===== config.mk =====
export PLATFORM = sky130hd
export DESIGN_NAME = speed_controller_with_reverse_deadtime_flat
export DESIGN_NICKNAME = d
export VERILOG_FILES = /design/src/spdc_pkg.sv /design/src/spdc_if.sv /design/src/spdc_cfg.sv /design/src/spdc_core.sv /design/src/speed_controller_with_reverse_deadtime.sv /design/src/flat_wrapper.sv
export SDC_FILE = /design/constraint.sdc
export NUM_CORES = 2
export LEC_CHECK = 0
export ABC_AREA = 1
export BUFFER_PORTS_ARGS = -buffer_cell sky130_fd_sc_hd__buf_2
export CORE_ASPECT_RATIO = 0.7
export CORE_MARGIN = 2
export CORE_UTILIZATION = 65
export CTS_CLUSTER_SIZE = 20
export DETAILED_ROUTE_END_ITERATION = 10
export MAX_ROUTING_LAYER = met4
export PLACE_DENSITY = 0.93
export SYNTH_ARGS = -nofsm -noshare
export SYNTH_HDL_FRONTEND = slang
export SYNTH_SLANG_ARGS = --single-unit

===== constraint.sdc =====
create_clock -name i_clk -period 18.1 [get_ports i_clk]
set_clock_uncertainty 0.15 [all_clocks]
set_input_delay 2.715 -clock i_clk [delete_from_list [all_inputs] [get_ports i_clk]]
set_output_delay 2.715 -clock i_clk [all_outputs]
set_load 0.03 [all_outputs]

===== src/spdc_pkg.sv =====
// shared constants, codes and types of the speed controller
`default_nettype none

package spdc_pkg;

    // default formats
    localparam int FRACTION_BITS_DEF = 12;
    localparam int TICK_BITS_DEF     = 32;

    // feedback factor is always Q0.12
    localparam int ALPHA_BITS = 12;

    // register widths
    localparam int REF_W   = 16;
    localparam int KP_W    = 16;
    localparam int ALPHA_W = 12;
    localparam int LIM_W   = 15;
    localparam int DT_W    = 16;

    // configuration port
    localparam int CFG_DATA_W = 32;
    localparam int CFG_ADDR_W = 5;
    localparam int CFG_IDX_W  = 3;

    // register indexes
    localparam logic [CFG_IDX_W-1:0] REG_SPEED_REF = 3'd0;
    localparam logic [CFG_IDX_W-1:0] REG_PROP_GAIN = 3'd1;
    localparam logic [CFG_IDX_W-1:0] REG_FB_FACTOR = 3'd2;
    localparam logic [CFG_IDX_W-1:0] REG_CMD_LIMIT = 3'd3;
    localparam logic [CFG_IDX_W-1:0] REG_DEAD_TIME = 3'd4;

    // reset value of the dead time length
    localparam logic [DT_W-1:0] DEAD_TIME_RESET = 16'd100;
    localparam logic [ALPHA_W-1:0] FB_FACTOR_RESET = 12'd256;

    // held drive direction
    typedef enum logic [1:0] {
        DIR_NONE = 2'd0,
        DIR_FWD  = 2'd1,
        DIR_REV  = 2'd2
    } t_dir;

    // bridge mode codes
    typedef enum logic [1:0] {
        MODE_COAST = 2'd0,
        MODE_FWD   = 2'd1,
        MODE_REV   = 2'd2,
        MODE_BRAKE = 2'd3
    } t_mode;

    // configuration as seen by the datapath
    typedef struct packed {
        logic signed [REF_W-1:0] speed_reference;
        logic [KP_W-1:0]         proportional_gain;
        logic [ALPHA_W-1:0]      feedback_factor;
        logic [LIM_W-1:0]        command_limit;
        logic [DT_W-1:0]         dead_time_ticks;
    } t_cfg;

endpackage

`default_nettype wire


===== src/spdc_if.sv =====
// word channels: speed samples in, bridge commands out
`default_nettype none

interface spdc_sample_if;
    logic               valid;
    logic               ready;
    logic signed [15:0] measured_speed;
    logic [31:0]        tick_now;

    modport source (output valid, output measured_speed, output tick_now, input ready);
    modport sink   (input valid, input measured_speed, input tick_now, output ready);
endinterface

interface spdc_result_if;
    logic               valid;
    logic               ready;
    logic signed [15:0] drive_command;
    logic [1:0]         bridge_mode;
    logic               bridge_pin_a;
    logic               bridge_pin_b;

    modport source (output valid, output drive_command, output bridge_mode,
                    output bridge_pin_a, output bridge_pin_b, input ready);
    modport sink   (input valid, input drive_command, input bridge_mode,
                    input bridge_pin_a, input bridge_pin_b, output ready);
endinterface

`default_nettype wire


===== src/spdc_cfg.sv =====
// configuration registers behind the apb-style port
`default_nettype none

module spdc_cfg #(
    parameter int FRACTION_BITS = spdc_pkg::FRACTION_BITS_DEF
) (
    input  wire logic                              i_clk,
    input  wire logic                              i_rst_n,
    input  wire logic                              psel,
    input  wire logic                              penable,
    input  wire logic                              pwrite,
    input  wire logic [spdc_pkg::CFG_ADDR_W-1:0]   paddr,
    input  wire logic [spdc_pkg::CFG_DATA_W-1:0]   pwdata,
    output logic      [spdc_pkg::CFG_DATA_W-1:0]   prdata,
    output logic                                   pready,
    output spdc_pkg::t_cfg                         o_cfg
);

    // reset values follow the fraction format
    localparam int RefRaw   = 3 << FRACTION_BITS;
    localparam int RefReset = (RefRaw > 32767) ? 32767 : RefRaw;
    localparam int OneReset = 1 << FRACTION_BITS;

    logic [spdc_pkg::CFG_IDX_W-1:0] idx;
    logic                           wr_en;
    spdc_pkg::t_cfg                 r_cfg;

    assign idx    = paddr[spdc_pkg::CFG_ADDR_W-1:2];
    assign wr_en  = psel && penable && pwrite;
    assign pready = 1'b1;
    assign o_cfg  = r_cfg;

    // register writes
    always_ff @(posedge i_clk) begin
        if (!i_rst_n) begin
            r_cfg.speed_reference   <= spdc_pkg::REF_W'(RefReset);
            r_cfg.proportional_gain <= spdc_pkg::KP_W'(OneReset);
            r_cfg.feedback_factor   <= spdc_pkg::FB_FACTOR_RESET;
            r_cfg.command_limit     <= spdc_pkg::LIM_W'(OneReset);
            r_cfg.dead_time_ticks   <= spdc_pkg::DEAD_TIME_RESET;
        end else if (wr_en) begin
            case (idx)
                spdc_pkg::REG_SPEED_REF: begin
                    r_cfg.speed_reference <= pwdata[spdc_pkg::REF_W-1:0];
                end
                spdc_pkg::REG_PROP_GAIN: begin
                    r_cfg.proportional_gain <= pwdata[spdc_pkg::KP_W-1:0];
                end
                spdc_pkg::REG_FB_FACTOR: begin
                    r_cfg.feedback_factor <= pwdata[spdc_pkg::ALPHA_W-1:0];
                end
                spdc_pkg::REG_CMD_LIMIT: begin
                    r_cfg.command_limit <= pwdata[spdc_pkg::LIM_W-1:0];
                end
                spdc_pkg::REG_DEAD_TIME: begin
                    r_cfg.dead_time_ticks <= pwdata[spdc_pkg::DT_W-1:0];
                end
                default: begin
                end
            endcase
        end
    end

    // read back, zero extended
    always_comb begin
        case (idx)
            spdc_pkg::REG_SPEED_REF: prdata = 32'({r_cfg.speed_reference});
            spdc_pkg::REG_PROP_GAIN: prdata = 32'(r_cfg.proportional_gain);
            spdc_pkg::REG_FB_FACTOR: prdata = 32'(r_cfg.feedback_factor);
            spdc_pkg::REG_CMD_LIMIT: prdata = 32'(r_cfg.command_limit);
            spdc_pkg::REG_DEAD_TIME: prdata = 32'(r_cfg.dead_time_ticks);
            default:                 prdata = '0;
        endcase
    end

endmodule

`default_nettype wire


===== src/spdc_core.sv =====
// sample register, control law, brake and dead time logic, result register
`default_nettype none

module spdc_core #(
    parameter int FRACTION_BITS = spdc_pkg::FRACTION_BITS_DEF,
    parameter int TICK_BITS     = spdc_pkg::TICK_BITS_DEF
) (
    input  wire logic           i_clk,
    input  wire logic           i_rst_n,
    input  wire spdc_pkg::t_cfg i_cfg,
    spdc_sample_if.sink         i_sample,
    spdc_result_if.source       o_result
);

    localparam int ACC_W   = 48;
    localparam int SHIFT   = FRACTION_BITS + spdc_pkg::ALPHA_BITS;

    // input stage
    logic                 r_in_valid;
    logic signed [15:0]   r_speed;
    logic [TICK_BITS-1:0] r_tick;
    logic [TICK_BITS+31:0] tick_ext;

    // controller state
    logic signed [15:0]   r_last;
    spdc_pkg::t_dir       r_dir;
    logic [TICK_BITS-1:0] r_dead_end;

    // result stage
    logic                 r_out_valid;
    logic signed [15:0]   r_cmd;
    spdc_pkg::t_mode      r_mode;

    logic advance;
    logic fire;

    logic signed [16:0]      err;
    logic signed [33:0]      p_term;
    logic signed [28:0]      q_term;
    logic signed [ACC_W-1:0] acc;
    logic signed [ACC_W-1:0] rounded;
    logic signed [ACC_W-1:0] lim_s;
    logic signed [ACC_W-1:0] clamped;
    logic signed [15:0]      cmd;
    logic [16:0]             mag;
    logic                    brake;
    logic                    in_dead;
    spdc_pkg::t_dir          req;
    logic [TICK_BITS+15:0]   dt_ext;
    logic [TICK_BITS-1:0]    dead_end_new;

    spdc_pkg::t_dir          n_dir;
    logic signed [15:0]      n_cmd;
    logic [TICK_BITS-1:0]    n_dead_end;
    spdc_pkg::t_mode         n_mode;

    // handshake: result register frees when taken
    assign advance        = !r_out_valid || o_result.ready;
    assign fire           = r_in_valid && advance;
    assign i_sample.ready = !r_in_valid || advance;

    assign tick_ext = {{TICK_BITS{1'b0}}, i_sample.tick_now};

    // input register
    always_ff @(posedge i_clk) begin
        if (!i_rst_n) begin
            r_in_valid <= 1'b0;
        end else if (i_sample.ready) begin
            r_in_valid <= i_sample.valid;
        end
    end

    always_ff @(posedge i_clk) begin
        if (i_sample.valid && i_sample.ready) begin
            r_speed <= i_sample.measured_speed;
            r_tick  <= tick_ext[TICK_BITS-1:0];
        end
    end

    // control law: kp*err + alpha*previous, rounded half up
    assign err    = 17'(i_cfg.speed_reference) - 17'(r_speed);
    assign p_term = $signed({1'b0, i_cfg.proportional_gain}) * err;
    assign q_term = $signed({1'b0, i_cfg.feedback_factor}) * r_last;
    assign acc    = (ACC_W'(p_term) <<< spdc_pkg::ALPHA_BITS)
                  + (ACC_W'(q_term) <<< FRACTION_BITS)
                  + (ACC_W'(1) <<< (SHIFT - 1));
    assign rounded = acc >>> SHIFT;

    // saturation to the limit
    assign lim_s = $signed(ACC_W'({1'b0, i_cfg.command_limit}));
    always_comb begin
        if (rounded > lim_s) begin
            clamped = lim_s;
        end else if (rounded < -lim_s) begin
            clamped = -lim_s;
        end else begin
            clamped = rounded;
        end
    end
    assign cmd = clamped[15:0];
    assign mag = cmd[15] ? -17'(cmd) : 17'(cmd);

    // brake on a large command against the previous sign
    assign brake = ({mag, 1'b0} >= 18'(i_cfg.command_limit)) && (cmd[15] != r_last[15]);

    // requested direction, zero asks for none
    always_comb begin
        if (cmd[15]) begin
            req = spdc_pkg::DIR_REV;
        end else if (cmd != 16'sd0) begin
            req = spdc_pkg::DIR_FWD;
        end else begin
            req = spdc_pkg::DIR_NONE;
        end
    end

    assign in_dead      = r_tick < r_dead_end;
    assign dt_ext       = {{TICK_BITS{1'b0}}, i_cfg.dead_time_ticks};
    assign dead_end_new = r_tick + dt_ext[TICK_BITS-1:0];

    // dead time and reversal handling
    always_comb begin
        n_dir      = r_dir;
        n_cmd      = cmd;
        n_dead_end = r_dead_end;
        if (brake) begin
            n_cmd = cmd;
        end else if (in_dead) begin
            n_cmd = 16'sd0;
        end else if (req != spdc_pkg::DIR_NONE && r_dir != spdc_pkg::DIR_NONE
                     && req != r_dir) begin
            n_dir      = spdc_pkg::DIR_NONE;
            n_cmd      = 16'sd0;
            n_dead_end = dead_end_new;
        end else if (req != spdc_pkg::DIR_NONE) begin
            n_dir = req;
        end
    end

    // bridge mode from brake or held direction
    always_comb begin
        if (brake) begin
            n_mode = spdc_pkg::MODE_BRAKE;
        end else begin
            case (n_dir)
                spdc_pkg::DIR_FWD: n_mode = spdc_pkg::MODE_FWD;
                spdc_pkg::DIR_REV: n_mode = spdc_pkg::MODE_REV;
                default:           n_mode = spdc_pkg::MODE_COAST;
            endcase
        end
    end

    // state update once per word
    always_ff @(posedge i_clk) begin
        if (!i_rst_n) begin
            r_last     <= '0;
            r_dir      <= spdc_pkg::DIR_NONE;
            r_dead_end <= '0;
        end else if (fire) begin
            r_last     <= n_cmd;
            r_dir      <= n_dir;
            r_dead_end <= n_dead_end;
        end
    end

    // result register
    always_ff @(posedge i_clk) begin
        if (!i_rst_n) begin
            r_out_valid <= 1'b0;
        end else if (advance) begin
            r_out_valid <= r_in_valid;
        end
    end

    always_ff @(posedge i_clk) begin
        if (fire) begin
            r_cmd  <= n_cmd;
            r_mode <= n_mode;
        end
    end

    assign o_result.valid         = r_out_valid;
    assign o_result.drive_command = r_cmd;
    assign o_result.bridge_mode   = r_mode;
    assign o_result.bridge_pin_a  = (r_mode == spdc_pkg::MODE_FWD)
                                 || (r_mode == spdc_pkg::MODE_BRAKE);
    assign o_result.bridge_pin_b  = (r_mode == spdc_pkg::MODE_REV)
                                 || (r_mode == spdc_pkg::MODE_BRAKE);

endmodule

`default_nettype wire


===== src/speed_controller_with_reverse_deadtime.sv =====
// speed controller with h-bridge reverse dead time, top level
// a word in the input register moves on to the result register when that is free
// one word per cycle unless stalled; control law and state update sit in one stage
// a result waiting at the output does not block the input register from filling
// reset (synchronous, active low) empties both stages, clears command, direction
// and dead time end, and loads the configuration registers with their defaults
`default_nettype none

module speed_controller_with_reverse_deadtime #(
    parameter int FRACTION_BITS = spdc_pkg::FRACTION_BITS_DEF,
    parameter int TICK_BITS     = spdc_pkg::TICK_BITS_DEF
) (
    input  wire logic                             i_clk,
    input  wire logic                             i_rst_n,
    spdc_sample_if.sink                           i_sample,
    spdc_result_if.source                         o_result,
    input  wire logic                             psel,
    input  wire logic                             penable,
    input  wire logic                             pwrite,
    input  wire logic [spdc_pkg::CFG_ADDR_W-1:0]  paddr,
    input  wire logic [spdc_pkg::CFG_DATA_W-1:0]  pwdata,
    output logic      [spdc_pkg::CFG_DATA_W-1:0]  prdata,
    output logic                                  pready
);

    spdc_pkg::t_cfg cfg;

    // configuration registers
    spdc_cfg #(
        .FRACTION_BITS (FRACTION_BITS)
    ) u_cfg (
        .i_clk   (i_clk),
        .i_rst_n (i_rst_n),
        .psel    (psel),
        .penable (penable),
        .pwrite  (pwrite),
        .paddr   (paddr),
        .pwdata  (pwdata),
        .prdata  (prdata),
        .pready  (pready),
        .o_cfg   (cfg)
    );

    // controller datapath
    spdc_core #(
        .FRACTION_BITS (FRACTION_BITS),
        .TICK_BITS     (TICK_BITS)
    ) u_core (
        .i_clk    (i_clk),
        .i_rst_n  (i_rst_n),
        .i_cfg    (cfg),
        .i_sample (i_sample),
        .o_result (o_result)
    );

endmodule

`default_nettype wire


===== src/flat_wrapper.sv =====
// flat-port wrapper written by rule: the top's interface ports become plain ports
module speed_controller_with_reverse_deadtime_flat 
#(
    parameter int FRACTION_BITS = spdc_pkg::FRACTION_BITS_DEF,
    parameter int TICK_BITS     = spdc_pkg::TICK_BITS_DEF
)
  (i_clk, i_rst_n, psel, penable, pwrite, paddr, pwdata, prdata, pready, i_sample_valid, i_sample_measured_speed, i_sample_tick_now, i_sample_ready, o_result_valid, o_result_drive_command, o_result_bridge_mode, o_result_bridge_pin_a, o_result_bridge_pin_b, o_result_ready);
  spdc_sample_if i_sample_i ();
  spdc_result_if o_result_i ();
  input  wire logic i_clk;
  input  wire logic i_rst_n;
  input  wire logic psel;
  input  wire logic penable;
  input  wire logic pwrite;
  input  wire logic [spdc_pkg::CFG_ADDR_W-1:0] paddr;
  input  wire logic [spdc_pkg::CFG_DATA_W-1:0] pwdata;
  output logic      [spdc_pkg::CFG_DATA_W-1:0] prdata;
  output logic pready;
  input wire logic [$bits(i_sample_i.valid)-1:0] i_sample_valid;
  input wire logic [$bits(i_sample_i.measured_speed)-1:0] i_sample_measured_speed;
  input wire logic [$bits(i_sample_i.tick_now)-1:0] i_sample_tick_now;
  output wire logic [$bits(i_sample_i.ready)-1:0] i_sample_ready;
  output wire logic [$bits(o_result_i.valid)-1:0] o_result_valid;
  output wire logic [$bits(o_result_i.drive_command)-1:0] o_result_drive_command;
  output wire logic [$bits(o_result_i.bridge_mode)-1:0] o_result_bridge_mode;
  output wire logic [$bits(o_result_i.bridge_pin_a)-1:0] o_result_bridge_pin_a;
  output wire logic [$bits(o_result_i.bridge_pin_b)-1:0] o_result_bridge_pin_b;
  input wire logic [$bits(o_result_i.ready)-1:0] o_result_ready;
  assign i_sample_i.valid = i_sample_valid;
  assign i_sample_i.measured_speed = i_sample_measured_speed;
  assign i_sample_i.tick_now = i_sample_tick_now;
  assign i_sample_ready = i_sample_i.ready;
  assign o_result_valid = o_result_i.valid;
  assign o_result_drive_command = o_result_i.drive_command;
  assign o_result_bridge_mode = o_result_i.bridge_mode;
  assign o_result_bridge_pin_a = o_result_i.bridge_pin_a;
  assign o_result_bridge_pin_b = o_result_i.bridge_pin_b;
  assign o_result_i.ready = o_result_ready;
  speed_controller_with_reverse_deadtime #(.FRACTION_BITS(FRACTION_BITS), .TICK_BITS(TICK_BITS)) u_core (.i_clk(i_clk), .i_rst_n(i_rst_n), .i_sample(i_sample_i), .o_result(o_result_i), .psel(psel), .penable(penable), .pwrite(pwrite), .paddr(paddr), .pwdata(pwdata), .prdata(prdata), .pready(pready));
endmodule

==> qor.txt <==
clock slew at reported path FFs: 0.08 ns
Worst Max-Slew Pin Slew: 1.05 ns
worst rel slew slack: 29.3%
Crit Path Class: reg2reg
RSZ-0062 raised after global routing: no
crit path max fanout: 35
largest net degree at the start of global routing: 111
Die ar.: 0.0488 sq mm
IO Count: 147
number of synthesized flops with an enable pin: 66
Non-Filler Instances: 4644
most common cell after layout, fill and taps aside: inv_1
flops & latches, synth: 193
cell mode on critical path: nand2_1
Worst Hold Class: reg2reg
register area share after synthesis: 14.8%
Worst IR Drop VDD: 0.207 mV
Post-Syn Area: 0.0306 sq mm
fin worst setup slack: 1.07 ns
Worst Path Buf+Inv: 14
hold slack: 0.325 ns
routed vias/inst: 5.75
Final Hold Vio Count: 0
# DRC: 0
DIE HEIGHT: 186 um
htree depth: 4
Longest Clk Path Bufs: 2
Post-synth ARST share: 0%
row count: 66
TritonCTS clock tree: yes
most frequent cells in the layout: inv_1 (863), nand2_1 (780), nor2_1 (403)
initial antenna violation count: 1
P&R area growth vs syn: 4.86%
WL per Instance: 18.6 um
CTS resizes: 0
DP HPWL: 69500 um
Yosys warning count: 0
Routed WL: 86500 um
Root Driver: clkbuf_16
run status: finished clean
core area: 0.0465 sq mm
Initial DRC Count: 3055
DP Area: 0.0315 sq mm
grt ovf: 0
Cells after Synth: 3987
placed cell count: 4611
vias in the first global route: 26800
setup bufs post-CTS: 0
Global Route Usage Sum: 37.4%
post-layout minimum cycle time: 17.03 ns
final setup fails: 0
critical path launch point type: flop
Max Clk Rate: 0.0587 GHz
CP required: 18.33 ns
final std cell area, no fill: 0.0321 sq mm
setup TNS after final layout: 0 ns
first-pass GRT wire length: 138000 um
cell family with most CP delay: simple AND/OR/NAND/NOR gates
MaxCap Viol Count: 0
data arrival time of the worst path: 17.26 ns
Initial Util: 65.8%
# fillers: 3670
crit end category: flop
post-route ant nets: 0
top_reg_cell synth: dfxtp_1
number of library cell types mapped by synthesis: 60
CTS Buf Count: 17
P_leak: 17.9 nW
Pre-antenna DRT Iters: 6
hold_buf cts: 0
Avg Cell Area, Syn: 7.67 sq um
fin crit share: 94.1%
RePlAce Congestion: 1.04
proportion of layout cells with a drive suffix above 1: 5.78%
Slowest Stage Delay on Critical Path: 0.59 ns
die width: 263 um
Slew Limit Fails: 0
CTS sink count: 193
IO buf count: 111
Clock Latency Late Sink: 0.45 ns
Layout Nets: 4884
Slowest cell on crit path: fa_1
total number of vias: 26700
dpl ws: 1.60 ns
PD cells: 83.2 mW/mm^2
-- routing by layer --
| layer | wire (um) | global-route usage [%] |
|---|---|---|
| met2 | 36900 | 56.4 |
| met3 | 11900 | 10.9 |
| met5 | 0 | - |
| met1 | 34500 | 48.4 |
| met4 | 3160 | 12.9 |
-- state kept, by name, summed over array words and instances, names as in the netlist --
register                              flops
u_core.u_core.o_result.bridge_mode        2
u_core.u_core.r_dir                       2
u_core.u_cfg.o_cfg                       75
u_core.u_core.r_dead_end                 32
u_core.u_core.r_speed                    16
u_core.u_core.r_tick                     32
u_core.u_core.o_result.valid              1
u_core.u_core.r_in_valid                  1
u_core.u_core.r_last                     16
u_core.u_core.o_result.drive_command     16
-- final timing paths --
kind                                startpoint                      endpoint  slack, ns  cells after the start
hold / removal    u_core.u_core.r_dead_end[23]  u_core.u_core.r_dead_end[23]       0.32                      2
setup reg to reg        u_core.u_cfg.o_cfg[59]  u_core.u_core.r_dead_end[16]       1.07                     88
hold reg to reg   u_core.u_core.r_dead_end[23]  u_core.u_core.r_dead_end[23]       0.32                      2
setup / recovery        u_core.u_cfg.o_cfg[59]  u_core.u_core.r_dead_end[16]       1.07                     88
-- final cells by class --
| class | instances | area [sq um] | share of cell area [%] |
|---|---|---|---|
| well taps | 612 | 766 | 2.39 |
| multi-input cells | 2777 | 22100 | 69.0 |
| clock inverters | 12 | 119 | 0.371 |
| diodes | 1 | 2.50 | 0.00780 |
| inverters | 896 | 3370 | 10.5 |
| clock buffers | 20 | 447 | 1.39 |
| flip-flops and latches | 193 | 4520 | 14.1 |
| repair buffers | 133 | 721 | 2.25 |
-- through the flow --
stage	total power [W]	util (%)
floorplan	0.00177	-
CTS	0.00261	69.0
detailed placement	0.00223	67.8
global placement	0.00219	67.8
global route	0.00290	69.0
finish	0.00267	69.0
-- power breakdown --
part / total, W / switching, W / internal, W
sequential: 0.000528 / 0.0000379 / 0.000490
clock: 0.000377 / 0.000190 / 0.000187
combinational: 0.00176 / 0.00119 / 0.000580
total: 0.00267 / 0.00141 / 0.00126
-- Yosys cell counts, types with 3 or more instances --
cell type / count / area share [%]
a211oi_1: 8 / 0.20
a21o_1: 10 / 0.25
a21oi_1: 199 / 3.3
a221oi_1: 4 / 0.11
a22o_1: 7 / 0.20
a31oi_1: 8 / 0.16
buf_1: 12 / 0.15
buf_2: 10 / 0.16
buf_4: 19 / 0.47
buf_6: 4 / 0.15
clkbuf_1: 91 / 1.1
clkinv_1: 15 / 0.18
dfxtp_1: 127 / 8.3
edfxtp_1: 66 / 6.5
fa_1: 389 / 25
ha_1: 385 / 16
inv_1: 864 / 11
inv_2: 16 / 0.20
nand2_1: 780 / 9.6
nand2_2: 9 / 0.18
nand2_4: 4 / 0.15
nand3_1: 134 / 2.2
nand3_2: 9 / 0.29
nand3b_1: 9 / 0.22
nand4_1: 21 / 0.43
nor2_1: 403 / 4.9
nor2_2: 8 / 0.16
nor3_1: 26 / 0.43
o2111ai_1: 3 / 0.086
o211ai_1: 11 / 0.27
o21a_1: 4 / 0.098
o21ai_0: 133 / 2.2
o21ai_1: 3 / 0.049
o21bai_1: 4 / 0.098
o221ai_1: 11 / 0.31
o31ai_1: 4 / 0.098
or2_2: 11 / 0.22
xnor2_1: 53 / 1.5
xor2_1: 84 / 2.4
-- logic make-up after synthesis --
| kind of cell | after synthesis | share of synthesized area, % |
|---|---|---|
| adders and majority gates | 774 | 41.2 |
| AOI/OAI and AO/OA | 420 | 7.74 |
| and+or+nand+nor | 1428 | 19.3 |
| muxes | 1 | 0.0327 |
| xor gates and xnor gates | 137 | 3.92 |
| DFF | 193 | 14.8 |
| buffers and inverters | 1032 | 13.0 |
| other | 2 | 0.0245 |
-- worst register-to-register path: cells and delay by family, from the launching register on --
kind | cells | cell delay, ns
and+or+nand+nor | 43 | 5.93
adders and majority gates | 13 | 5.61
AOI/OAI and AO/OA | 15 | 2.75
buffers and inverters | 14 | 1.59
xor gates and xnor gates | 3 | 0.65
DFF | 1 | 0.31
(Power assumes the default switching activity.)
